## src/rtl/msgpack_value_serializer_assert.svh

```systemverilog
// Assertion macros shared by the serializer modules.
// Each use needs clk and arst_n in scope.
`ifndef MSGPACK_VALUE_SERIALIZER_ASSERT_SVH
`define MSGPACK_VALUE_SERIALIZER_ASSERT_SVH

// Check that a condition holds at every clock edge outside reset.
`define MVS_ASSERT_ALWAYS(label, cond, msg) \
	label: assert property (@(posedge clk) disable iff (!arst_n) (cond)) \
		else $error(msg);

// Check that the consequent holds in the same cycle as the antecedent.
`define MVS_ASSERT_SAME(label, ante, cons, msg) \
	label: assert property (@(posedge clk) disable iff (!arst_n) (ante) |-> (cons)) \
		else $error(msg);

// Check that the consequent holds in the cycle after the antecedent.
`define MVS_ASSERT_NEXT(label, ante, cons, msg) \
	label: assert property (@(posedge clk) disable iff (!arst_n) (ante) |=> (cons)) \
		else $error(msg);

`endif

```

## src/rtl/msgpk_pkg.sv

```systemverilog
package msgpk_pkg;

	// Command codes
	localparam logic [3:0] CMD_NIL   = 4'd0;
	localparam logic [3:0] CMD_BOOL  = 4'd1;
	localparam logic [3:0] CMD_INT   = 4'd2;
	localparam logic [3:0] CMD_UINT  = 4'd3;
	localparam logic [3:0] CMD_STR   = 4'd4;
	localparam logic [3:0] CMD_BIN   = 4'd5;
	localparam logic [3:0] CMD_ARRAY = 4'd6;
	localparam logic [3:0] CMD_MAP   = 4'd7;
	localparam logic [3:0] CMD_BYTE  = 4'd8;

	// Format tags
	localparam logic [7:0] TAG_NIL      = 8'hc0;
	localparam logic [7:0] TAG_FALSE    = 8'hc2;
	localparam logic [7:0] TAG_TRUE     = 8'hc3;
	localparam logic [7:0] TAG_BIN8     = 8'hc4;
	localparam logic [7:0] TAG_BIN16    = 8'hc5;
	localparam logic [7:0] TAG_BIN32    = 8'hc6;
	localparam logic [7:0] TAG_UINT8    = 8'hcc;
	localparam logic [7:0] TAG_UINT16   = 8'hcd;
	localparam logic [7:0] TAG_UINT32   = 8'hce;
	localparam logic [7:0] TAG_UINT64   = 8'hcf;
	localparam logic [7:0] TAG_INT8     = 8'hd0;
	localparam logic [7:0] TAG_INT16    = 8'hd1;
	localparam logic [7:0] TAG_INT32    = 8'hd2;
	localparam logic [7:0] TAG_INT64    = 8'hd3;
	localparam logic [7:0] TAG_STR8     = 8'hd9;
	localparam logic [7:0] TAG_STR16    = 8'hda;
	localparam logic [7:0] TAG_STR32    = 8'hdb;
	localparam logic [7:0] TAG_ARRAY16  = 8'hdc;
	localparam logic [7:0] TAG_ARRAY32  = 8'hdd;
	localparam logic [7:0] TAG_MAP16    = 8'hde;
	localparam logic [7:0] TAG_MAP32    = 8'hdf;
	localparam logic [7:0] TAG_FIXSTR   = 8'ha0;
	localparam logic [7:0] TAG_FIXARRAY = 8'h90;
	localparam logic [7:0] TAG_FIXMAP   = 8'h80;

	// Default depth of the queue between front and back (at least 2)
	localparam int Q_DEPTH = 4;

	typedef struct packed {
		logic [3:0]  command;
		logic [63:0] value;
	} in_req_t;

	typedef struct packed {
		logic [7:0] out_byte;
		logic       last;
	} out_req_t;

	// One classified item: tag byte, then nbytes of data, left-aligned
	typedef struct packed {
		logic [7:0]  tag;
		logic [63:0] data;
		logic [3:0]  nbytes;
	} enc_entry_t;

	// Front to queue write side
	typedef struct packed {
		logic       push;
		enc_entry_t entry;
	} q_wr_t;

	// Queue read side to back
	typedef struct packed {
		logic       empty;
		enc_entry_t entry;
	} q_rd_t;

endpackage

```

## src/rtl/msgpk_front.sv

```systemverilog
module msgpk_front (
	input  logic               cmd_valid,
	input  logic               q_full,
	input  msgpk_pkg::in_req_t cmd,
	output logic               cmd_stall,
	output msgpk_pkg::q_wr_t   q_wr
);
	import msgpk_pkg::*;

	logic [63:0] v;
	logic [31:0] n;
	logic [7:0]  tag;
	logic [3:0]  nbytes;
	logic        has_out;
	logic [63:0] aligned;

	assign v = cmd.value;
	assign n = v[31:0];

	// Pick the shortest form for the command
	always_comb begin
		tag     = TAG_NIL;
		nbytes  = 4'd0;
		has_out = 1'b1;
		case (cmd.command)
			CMD_NIL: begin
				tag = TAG_NIL;
			end
			CMD_BOOL: begin
				tag = (v != 64'd0) ? TAG_TRUE : TAG_FALSE;
			end
			CMD_INT, CMD_UINT: begin
				if (cmd.command == CMD_INT && v[63]) begin
					if (&v[63:5]) begin
						tag = v[7:0];
					end else if (&v[63:7]) begin
						tag = TAG_INT8;   nbytes = 4'd1;
					end else if (&v[63:15]) begin
						tag = TAG_INT16;  nbytes = 4'd2;
					end else if (&v[63:31]) begin
						tag = TAG_INT32;  nbytes = 4'd4;
					end else begin
						tag = TAG_INT64;  nbytes = 4'd8;
					end
				end else if (v[63:7] == '0) begin
					tag = v[7:0];
				end else if (v[63:8] == '0) begin
					tag = TAG_UINT8;  nbytes = 4'd1;
				end else if (v[63:16] == '0) begin
					tag = TAG_UINT16; nbytes = 4'd2;
				end else if (v[63:32] == '0) begin
					tag = TAG_UINT32; nbytes = 4'd4;
				end else begin
					tag = TAG_UINT64; nbytes = 4'd8;
				end
			end
			CMD_STR: begin
				if (n[31:5] == '0) begin
					tag = TAG_FIXSTR | {3'd0, n[4:0]};
				end else if (n[31:8] == '0) begin
					tag = TAG_STR8;  nbytes = 4'd1;
				end else if (n[31:16] == '0) begin
					tag = TAG_STR16; nbytes = 4'd2;
				end else begin
					tag = TAG_STR32; nbytes = 4'd4;
				end
			end
			CMD_BIN: begin
				if (n[31:8] == '0) begin
					tag = TAG_BIN8;  nbytes = 4'd1;
				end else if (n[31:16] == '0) begin
					tag = TAG_BIN16; nbytes = 4'd2;
				end else begin
					tag = TAG_BIN32; nbytes = 4'd4;
				end
			end
			CMD_ARRAY, CMD_MAP: begin
				if (n[31:4] == '0) begin
					tag = ((cmd.command == CMD_MAP) ? TAG_FIXMAP : TAG_FIXARRAY)
						| {4'd0, n[3:0]};
				end else if (n[31:16] == '0) begin
					tag = (cmd.command == CMD_MAP) ? TAG_MAP16 : TAG_ARRAY16;
					nbytes = 4'd2;
				end else begin
					tag = (cmd.command == CMD_MAP) ? TAG_MAP32 : TAG_ARRAY32;
					nbytes = 4'd4;
				end
			end
			CMD_BYTE: begin
				tag = v[7:0];
			end
			default: begin
				has_out = 1'b0;
			end
		endcase
	end

	// Left-align the data bytes so the back always shifts from the top
	always_comb begin
		case (nbytes)
			4'd1:    aligned = {v[7:0], 56'd0};
			4'd2:    aligned = {v[15:0], 48'd0};
			4'd4:    aligned = {v[31:0], 32'd0};
			4'd8:    aligned = v;
			default: aligned = '0;
		endcase
	end

	assign cmd_stall         = q_full;
	assign q_wr.push         = cmd_valid && !q_full && has_out;
	assign q_wr.entry.tag    = tag;
	assign q_wr.entry.data   = aligned;
	assign q_wr.entry.nbytes = nbytes;

endmodule

```

## src/rtl/msgpk_fifo.sv

```systemverilog
module msgpk_fifo #(
	parameter int DEPTH = msgpk_pkg::Q_DEPTH
) (
	input  logic             clk,
	input  logic             arst_n,
	input  msgpk_pkg::q_wr_t q_wr,
	input  logic             pop,
	output logic             full,
	output msgpk_pkg::q_rd_t q_rd
);
	import msgpk_pkg::*;

	localparam int AW = $clog2(DEPTH);
	localparam int CW = $clog2(DEPTH + 1);

	enc_entry_t      mem_q [DEPTH];
	logic [AW-1:0]   wr_ptr_q;
	logic [AW-1:0]   rd_ptr_q;
	logic [CW-1:0]   count_q;
	logic            empty;

	assign full       = (count_q == CW'(DEPTH));
	assign empty      = (count_q == '0);
	assign q_rd.empty = empty;
	assign q_rd.entry = mem_q[rd_ptr_q];

	always_ff @(posedge clk) begin
		if (q_wr.push) begin
			mem_q[wr_ptr_q] <= q_wr.entry;
		end
	end

	always_ff @(posedge clk or negedge arst_n) begin
		if (!arst_n) begin
			wr_ptr_q <= '0;
			rd_ptr_q <= '0;
			count_q  <= '0;
		end else begin
			if (q_wr.push) begin
				wr_ptr_q <= (wr_ptr_q == AW'(DEPTH - 1)) ? '0 : wr_ptr_q + 1'b1;
			end
			if (pop) begin
				rd_ptr_q <= (rd_ptr_q == AW'(DEPTH - 1)) ? '0 : rd_ptr_q + 1'b1;
			end
			case ({q_wr.push, pop})
				2'b10:   count_q <= count_q + 1'b1;
				2'b01:   count_q <= count_q - 1'b1;
				default: count_q <= count_q;
			endcase
		end
	end

`include "msgpack_value_serializer_assert.svh"

	`MVS_ASSERT_ALWAYS(a_no_push_full, !(q_wr.push && full), "push into full queue")
	`MVS_ASSERT_ALWAYS(a_no_pop_empty, !(pop && empty), "pop from empty queue")
	`MVS_ASSERT_ALWAYS(a_count_range, count_q <= CW'(DEPTH), "queue count overflow")

endmodule

```

## src/rtl/msgpk_back.sv

```systemverilog
module msgpk_back (
	input  logic                clk,
	input  logic                arst_n,
	input  msgpk_pkg::q_rd_t    q_rd,
	input  logic                enc_stall,
	output logic                pop,
	output logic                enc_valid,
	output msgpk_pkg::out_req_t enc
);
	import msgpk_pkg::*;

	logic        busy_q;
	logic [63:0] data_q;
	logic [3:0]  cnt_q;
	logic        out_valid_q;
	out_req_t    out_q;
	logic        ld_ok;
	logic        emit;
	out_req_t    out_d;

	assign ld_ok = !out_valid_q || !enc_stall;
	assign pop   = ld_ok && !busy_q && !q_rd.empty;
	assign emit  = ld_ok && (busy_q || !q_rd.empty);

	always_comb begin
		if (busy_q) begin
			out_d.out_byte = data_q[63:56];
			out_d.last     = (cnt_q == 4'd1);
		end else begin
			out_d.out_byte = q_rd.entry.tag;
			out_d.last     = (q_rd.entry.nbytes == 4'd0);
		end
	end

	// Payload of the current item: no reset needed
	always_ff @(posedge clk) begin
		if (ld_ok) begin
			out_q <= out_d;
			if (busy_q) begin
				data_q <= {data_q[55:0], 8'd0};
			end else begin
				data_q <= q_rd.entry.data;
			end
		end
	end

	always_ff @(posedge clk or negedge arst_n) begin
		if (!arst_n) begin
			busy_q      <= 1'b0;
			cnt_q       <= '0;
			out_valid_q <= 1'b0;
		end else if (ld_ok) begin
			out_valid_q <= emit;
			if (busy_q) begin
				cnt_q  <= cnt_q - 1'b1;
				busy_q <= (cnt_q != 4'd1);
			end else if (!q_rd.empty) begin
				cnt_q  <= q_rd.entry.nbytes;
				busy_q <= (q_rd.entry.nbytes != 4'd0);
			end
		end
	end

	assign enc_valid = out_valid_q;
	assign enc       = out_q;

`include "msgpack_value_serializer_assert.svh"

	`MVS_ASSERT_SAME(a_pop_idle, pop, !busy_q, "pop while item in progress")
	`MVS_ASSERT_SAME(a_busy_cnt, busy_q, cnt_q != 4'd0, "busy with no bytes left")
	`MVS_ASSERT_NEXT(a_more_bytes, emit && !out_d.last, busy_q,
		"non-final byte sent without item in progress")

endmodule

```

## src/rtl/msgpack_value_serializer.sv

```systemverilog
// MessagePack value serializer.
// Command channel (cmd_valid, cmd_stall, cmd): one request per command,
// carrying a 4-bit command code and a 64-bit value. A request is taken at
// a rising edge with cmd_valid high and cmd_stall low.
// Byte channel (enc_valid, enc_stall, enc): one encoded byte per request,
// most significant first, with last set on the final byte of a command.
// Unused command codes are taken and produce no bytes.
// The first byte of a command is written into the queue and then into the
// output register, from which it is shown on enc.
// A command yields its tag byte and then N data bytes, where N is
// the number of data bytes after the tag (0, 1, 2, 4 or 8); one-byte
// encodings stream at one per cycle while enc_stall is low. The byte
// serializer sets the pace; the front accepts until the QUEUE_DEPTH queue fills.
// When the receiver holds enc_stall, the output register keeps its byte,
// the back end halts and cmd_stall rises once the queue is full.
// Reset (arst_n low) empties the queue and drops any byte in flight.
module msgpack_value_serializer #(
	parameter int QUEUE_DEPTH = msgpk_pkg::Q_DEPTH
) (
	input  logic                clk,
	input  logic                arst_n,
	input  logic                cmd_valid,
	output logic                cmd_stall,
	input  msgpk_pkg::in_req_t  cmd,
	output logic                enc_valid,
	input  logic                enc_stall,
	output msgpk_pkg::out_req_t enc
);
	import msgpk_pkg::*;

	q_wr_t q_wr;
	q_rd_t q_rd;
	logic  q_full;
	logic  pop;

	// Classify the command and pick the encoding form
	msgpk_front u_front (
		.cmd_valid (cmd_valid),
		.q_full    (q_full),
		.cmd       (cmd),
		.cmd_stall (cmd_stall),
		.q_wr      (q_wr)
	);

	// Hold classified commands so either side can stall on its own
	msgpk_fifo #(
		.DEPTH (QUEUE_DEPTH)
	) u_fifo (
		.clk    (clk),
		.arst_n (arst_n),
		.q_wr   (q_wr),
		.pop    (pop),
		.full   (q_full),
		.q_rd   (q_rd)
	);

	// Send the tag, then the data bytes, through the output register
	msgpk_back u_back (
		.clk       (clk),
		.arst_n    (arst_n),
		.q_rd      (q_rd),
		.enc_stall (enc_stall),
		.pop       (pop),
		.enc_valid (enc_valid),
		.enc       (enc)
	);

endmodule
```

## config.mk

```make
export PLATFORM = sky130hd
export DESIGN_NAME = msgpack_value_serializer
export DESIGN_NICKNAME = d
export VERILOG_FILES = /design/src/rtl/msgpk_pkg.sv /design/src/rtl/msgpk_front.sv /design/src/rtl/msgpk_fifo.sv /design/src/rtl/msgpk_back.sv /design/src/rtl/msgpack_value_serializer.sv
export VERILOG_INCLUDE_DIRS = /design/src /design/src/rtl
export SDC_FILE = /design/constraint.sdc
export NUM_CORES = 1
export LEC_CHECK = 0
export ABC_AREA = 1
export ABC_CLOCK_PERIOD_IN_PS = 5400
export BUFFER_PORTS_ARGS = -buffer_cell sky130_fd_sc_hd__buf_2
export CORE_UTILIZATION = 61
export CTS_CLUSTER_SIZE = 10
export DETAILED_ROUTE_END_ITERATION = 16
export GPL_ROUTABILITY_DRIVEN = 1
export PLACE_DENSITY = 0.84
export SETUP_SLACK_MARGIN = 0.05
export SLEW_MARGIN = 20
export SYNTH_ARGS = -nofsm -noshare
export SYNTH_HDL_FRONTEND = slang
export SYNTH_SLANG_ARGS = --single-unit
```

## constraint.sdc

```tcl
create_clock -name clk -period 5.4 [get_ports clk]
set_clock_uncertainty 0.1 [all_clocks]
set_input_delay 1.08 -clock clk [delete_from_list [all_inputs] [get_ports clk]]
set_output_delay 1.08 -clock clk [all_outputs]
set_load 0.005 [all_outputs]
```

==> summary.md, run 1 <==
| Metric | Value |
|---|---|
| YS warnings | 0 |
| Initial core utilization | 62.1% |
| Tcrit/Tclk final | 66.2% |
| Yosys top cell area share | 65.4% |
| Status | finished clean |
| Tmin final | 3570 ps |
| Post-place instance area | 0.0180 mm2 |
| First-pass GRT wire length | 71400 um |
| Fill count | 1965 |
| Worst vdd ir | 0.378 mV |
| Syn Inst Count | 1670 |
| Postcts setup bufs | 0 |
| Synth Area in Simple Gates | 18.9% |
| RSZ-0062 raised after global routing | false |
| Final wirelength | 47800 um |
| Routed vias/inst | 6.18 |
| CP max FO | 84 |
| PD cells | 495 mW/mm2 |
| Synth cell count leaders | nor2_1, edfxtp_1, nand2_1 |
| Largest net degree at the start of global routing | 89 |
| Number of port buffers | 82 |
| CTS Buf Count | 45 |
| Finished Cell Area | 0.0193 mm2 |
| Fin util | 69.3% |
| CP Launch Type | register |
| Setup ws final | 1830 ps |
| Number of synthesized flops with an enable pin | 377 |
| Avg WL per Cell | 22.4 um |
| CP required | 5520 ps |
| Hpwl dp | 29400 um |
| Setup violators final | 0 |
| Count leader, synth | nor2_1 |
| Post-synthesis adder-cell area fraction | 0.694% |
| Area leader, netlist | edfxtp_1 |
| Post-synthesis compound-gate area fraction | 9.00% |
| DRT iter0 DRCs | 1850 |
| Rows | 61 |
| Ys flop type | edfxtp_1 |
| Worst Setup End Kind | register |
| RePlAce Congestion | 1.02 |
| Mapped Nets | 1751 |
| Vias in the first global route | 12.6k |
| CP max-delay cell | clkinv_2 |
| Max Cap Violations | 0 |
| Final Hold Fails | 0 |
| Crit path cell chain | clkinv_2 > buf_4 > o21ai_0 > a31oi_1 |
| Area Growth Syn to Fin | 11.5% |
| Post-synthesis sequential area ratio | 67.3% |
| Clock root buffer master | clkbuf_16 |
| Syn Area/Cell | 10.4 um2 |
| Slew headroom | 27.5% |
| Dpl ws | 1360 ps |
| Share of post-route cells with drive strength above 1 | 10.8% |
| Largest family of logic cells by synthesized area | simple AND/OR/NAND/NOR gates |
| ANT nets after route | 0 |
| Multiplexer share of the synthesized area | 0% |
| DIE AREA | 0.0290 mm2 |
| Core Area | 0.0279 mm2 |
| DRC Markers | 0 |
| IO Pins | 83 |
| PnR Total Power | 0.00955 W |
| Yosys cell types | 43 |
| Max Buffers Root-to-Sink | 3 |
| Gr usage total | 33.5% |
| Crit-path max cell delay | 1050 ps |
| Post_cts resized | 0 |
| Chip height | 170 um |
| TritonRoute pass-1 iters | 6 |
| Gr ovfl total | 0 |
| # clock sinks | 390 |
| CTS tree | done |
| Initial antenna violation count | 1 |
| Clk_lat worst skew | 540 ps |
| Fmax | 0.280 GHz |
| Area contributors post-synth | edfxtp_1, nor2_1, o21ai_0, nand2_1, a31oi_1 |
| Chip width | 170 um |
| #FFs+latches synth | 390 |
| Hold Path Class | input port to asynchronous set/reset pin |
| Mapped cell area | 0.0173 mm2 |
| Critical path type | register to register |
| H-tree Lvls | 2 |
| WP data arrival | 3690 ps |
| Via count | 13.2k |
| Slew Limit Fails | 0 |
| Post-CTS Hold Buffers | 0 |
| Ys async rst share | 3.33% |
| Final nets | 1815 |
| Post-synthesis xor/xnor area fraction | 0.152% |
| Worst-Margin Slew | 1090 ps |
| Ant diodes | 0 |
| Pleak | 7.03 nW |
| Clk slew on worst S/H paths | 60 ps |
[sequential cells by signal, summed over array words and instances (netlist names)]
signal	count
u_back.busy_q	1
u_back.cnt_q	4
u_back.data_q	64
u_back.enc	9
u_back.enc_valid	1
u_fifo.count_q	3
u_fifo.mem_q	304
u_fifo.rd_ptr_q	2
u_fifo.wr_ptr_q	2
[cells by family (layout without fill, tap and decap cells)]
family | after synthesis | count (layout)
and+or+nand+nor | 814 | 814
DFF | 390 | 390
AOI/OAI and AO/OA | 283 | 283
buffers and inverters | 171 | 256
adders and majority gates | 9 | 9
xor gates and xnor gates | 3 | 3
[report_power, final]
part	switching, W	internal [W]
combinational	0.00181	0.000730
clock	0.00110	0.00153
sequential	0.000300	0.00409
total	0.00321	0.00635
[cells in the final DEF (no fill, tap or decap), types with 3 or more instances in the layout]
cell type / count
nand2_2: 3
a31oi_1: 64
ha_1: 8
o21ai_1: 3
o211ai_1: 3
buf_4: 6
buf_2: 82
edfxtp_1: 377
dfrtp_1: 11
a32o_1: 4
clkbuf_1: 18
buf_12: 4
o21ai_0: 169
a21oi_2: 6
nand2_1: 221
nor2_4: 5
clkinv_1: 3
nor2_1: 490
a21oi_1: 30
nor3_1: 13
nand3_1: 46
nand4_1: 15
inv_1: 76
inv_2: 15
nor2_2: 6
clkbuf_16: 45
[worst max-delay path: cells and delay by family (launching register included)]
family | cells | cell delay, ps
buffers and inverters | 2 | 1720
flip-flops | 1 | 940
AO/OA/AOI/OAI | 2 | 430
[stage by stage]
step                cells  TNS [ps]  hold WS [ps]
floorplan            1670    -34830           389
global placement     2065         0           420
detailed placement   2065         0           441
CTS                  2133         0           341
global route         2133         0           355
finish               2133         0           342
[routing by layer]
layer  vias to the layer above  wire length [um]  track usage, %
met4                         2              1480            11.4
li1                       5875                 -               -
met1                      6273             18000            47.2
met5                         -                 8               0
met3                       111              5880            5.63
met2                       927             22400            53.2
[worst paths after layout]
kind / start / endpoint / slack [ps] / depth (start not counted)
min in group clk: u_fifo.count_q[1]$_DFFE_PN0P_ / u_fifo.count_q[1]$_DFFE_PN0P_ / 460 / 2
worst min register to register: u_fifo.count_q[1]$_DFFE_PN0P_ / u_fifo.count_q[1]$_DFFE_PN0P_ / 460 / 2
worst max-delay path: u_fifo.rd_ptr_q[0]$_DFFE_PN0P_ / u_back.data_q[59]$_DFFE_PN_ / 1830 / 4
worst min-delay path: arst_n / u_fifo.wr_ptr_q[0]$_DFFE_PN0P_ / 340 / 1
worst max register to register: u_fifo.rd_ptr_q[0]$_DFFE_PN0P_ / u_back.data_q[59]$_DFFE_PN_ / 1830 / 4
max in group asynchronous: arst_n / u_fifo.rd_ptr_q[0]$_DFFE_PN0P_ / 4570 / 1
[final cells by class]
cell class,count,area (um2),area share [%]
flip-flops and latches,390,11700,60.4
repair buffers,93,547,2.83
well taps,378,473,2.45
multi-input cells,1109,5020,26.0
clock inverters,5,53.8,0.279
clock buffers,63,1190,6.19
inverters,95,360,1.87
Note: power is estimated with default switching activity, not from simulation.
==> run 2: changes to the inputs <==
- ABC_CLOCK_PERIOD_IN_PS: 5400 -> 3000
- CORE_UTILIZATION: 61 -> 55
- PLACE_DENSITY: 0.84 -> 0.8
- clock period: 5.4 -> 3 ns (I/O delays scaled with it)
==> run 2 against run 1 <==
Net effect:
- wire length grew 1.1%
- clock-buffer cell count down 1
- combinational power rose by 91%
- design area rose by 2.0%
- die area is 11% higher
- power is 81% higher
- clock power is 80% higher
- sequential power grew 77%
- largest power group unchanged
==> summary.md, run 2 (synthesis gave the netlist of run 1 again) <==
| Metric | Value |
|---|---|
| Critical path type | register to register (unchanged) |
| Worst Setup End Kind | register (unchanged) |
| Most frequent cells in the layout | nor2_1, edfxtp_1, nand2_1 (unchanged) |
| Worst-Margin Slew | 1020 ps (was 1090 ps) |
| CP Launch Type | register (unchanged) |
| Final nets | 1850 (was 1815) |
| Chip height | 179 um (was 170 um) |
| Rows | 64 (was 61) |
| Max Cap Violations | 0 (unchanged) |
| Core Area | 0.0307 mm2 (was 0.0279 mm2) |
| CTS Buf Count | 45 (unchanged) |
| Fmax | 0.382 GHz (was 0.280 GHz) |
| First-pass GRT wire length | 72700 um (was 71400 um) |
| ANT nets after route | 0 (unchanged) |
| Gr usage total | 30.9% (was 33.5%) |
| Largest net degree at the start of global routing | 155 (was 89) |
| Slew Limit Fails | 0 (unchanged) |
| Vias in the first global route | 12.6k (about the same) |
| Gr ovfl total | 0 (unchanged) |
| Initial core utilization | 56.3% (was 62.1%) |
| Clock root buffer master | clkbuf_16 (unchanged) |
| Max Buffers Root-to-Sink | 3 (unchanged) |
| Top reg by flops | u_fifo.mem_q (unchanged) |
| Dpl ws | 152 ps (was 1360 ps) |
| Avg WL per Cell | 22.1 um (was 22.4 um) |
| Final Hold Fails | 0 (unchanged) |
| Area Growth Syn to Fin | 13.8% (was 11.5%) |
| Tmin final | 2620 ps (was 3570 ps) |
| Via count | 13.2k (about the same) |
| Hpwl dp | 31800 um (was 29400 um) |
| Number of port buffers | 82 (unchanged) |
| Reg-to-reg startpoint | u_fifo.count_q[1]$_DFFE_PN0P_ (was u_fifo.rd_ptr_q[0]$_DFFE_PN0P_) |
| R2R depth | 9 (was 4) |
| IO Pins | 83 (unchanged) |
| CP max FO | 5 (was 84) |
| Setup ws final | 383 ps (was 1830 ps) |
| CP required | 3310 ps (was 5520 ps) |
| DIE AREA | 0.0322 mm2 (was 0.0290 mm2) |
| RePlAce Congestion | 0.994 (was 1.02) |
| Post_cts resized | 0 (unchanged) |
| CTS tree | done (unchanged) |
| Most common cell after layout, fill and taps aside | nor2_1 (unchanged) |
| Setup TNS | 0 ps (unchanged) |
| Share of post-route cells with drive strength above 1 | 12.6% (was 10.8%) |
| Clk_lat worst skew | 540 ps (about the same) |
| Hold Path Class | input port to register (was input port to asynchronous set/reset pin) |
| H-tree Lvls | 2 (unchanged) |
| Fin util | 64.0% (was 69.3%) |
| Slew headroom | 32.3% (was 27.5%) |
| PD cells | 880 mW/mm2 (was 495 mW/mm2) |
| Clk slew on worst S/H paths | 50 ps (was 60 ps) |
| Tcrit/Tclk final | 87.2% (was 66.2%) |
| Initial antenna violation count | 1 (unchanged) |
| Max reg flops | 304 (unchanged) |
| Chip width | 179 um (was 170 um) |
| Hold path depth | 3 |
| RR Endpoint | u_fifo.count_q[2]$_DFFE_PN0P_ (was u_back.data_q[59]$_DFFE_PN_) |
| Setup violators final | 0 (unchanged) |
| Register-to-register setup slack | 380 ps (was 1830 ps) |
| # clock sinks | 390 (unchanged) |
| Routed vias/inst | 6.02 (was 6.18) |
| Pleak | 7.24 nW (was 7.03 nW) |
| WP data arrival | 2930 ps (was 3690 ps) |
| Worst vdd ir | 0.672 mV (was 0.378 mV) |
| DRC Markers | 0 (unchanged) |
| Status | finished clean (unchanged) |
| Ant diodes | 0 (unchanged) |
| Hold EP | u_fifo.mem_q[0][44]$_DFFE_PP_ |
| TritonRoute pass-1 iters | 6 (unchanged) |
| Final wirelength | 48300 um (was 47800 um) |
| DRT iter0 DRCs | 1624 (was 1850) |
| RSZ-0062 raised after global routing | false (unchanged) |
| Hold Startpoint | cmd[40] |
run 2: how the worst max path moves through the flow:
stage | slack (ps) | endpoint | startpoint
floorplan | 150 | u_fifo.mem_q[0][0]$_DFFE_PP_ | cmd[65]
global placement | 130 | u_fifo.mem_q[3][61]$_DFFE_PP_ | cmd[31]
CTS | 430 | u_fifo.count_q[2]$_DFFE_PN0P_ | u_fifo.count_q[1]$_DFFE_PN0P_
detailed placement | 150 | u_fifo.mem_q[0][60]$_DFFE_PP_ | cmd[5]
finish | 380 | u_fifo.count_q[2]$_DFFE_PN0P_ | u_fifo.count_q[1]$_DFFE_PN0P_
global route | 290 | u_fifo.count_q[2]$_DFFE_PN0P_ | u_fifo.count_q[1]$_DFFE_PN0P_
run 2: repair_timing:
item / 4_1_cts / 5_1_grt
hold buffers: 1 / 0
setup buffers: 0 / 0
endpoints found under the setup margin: 0 / 0
hold endpoints to repair: 13 / 0
run 2: layer usage:
metal | vias up | global-route usage, % | routed length [um]
met2 | 812 | 49.1 | 22600
met4 | 2 | 10.3 | 1600
met1 | 6271 | 42.4 | 18600
li1 | 5946 | - | -
met3 | 125 | 6.69 | 5460
met5 | - | 0 | 10
run 2: area by class of cell:
cell class	instances	area, um2
Fill cell	2357	11100
Multi-Input combinational cell	1109	5020
Timing Repair Buffer	128	921
Inverter	95	360
Clock buffer	62	1190
Clock inverter	5	50.0
Sequential cell	390	11700
Tap cell	396	495
run 2: through the flow:
step / hold slack (ps) / total power (W) / instance area (um2) / cells
CTS: 339 / 0.0173 / 19700 / 2185
detailed placement: 424 / 0.0126 / 18400 / 2117
finish: 350 / 0.0173 / 19700 / 2185
global route: 398 / 0.0181 / 19700 / 2185
global placement: 417 / 0.0124 / 18400 / 2117
floorplan: 204 / 0.0108 / 17300 / 1670
run 2: critical path, stage by stage (launching register included):
cell and delay, ps:
dfrtp_1 410, nor3_1 530, nor3_2 190, inv_2 230
ha_1 180, inv_1 70, fa_1 380, a21oi_1 150
o21ai_0 110, xor2_1 150
run 2: report_power, final:
group	internal [W]	leakage (nW)	switching, W
clock network	0.00274	0.598	0.00198
registers	0.00736	3.70	0.000405
logic	0.00147	2.94	0.00337
total	0.0116	7.24	0.00576
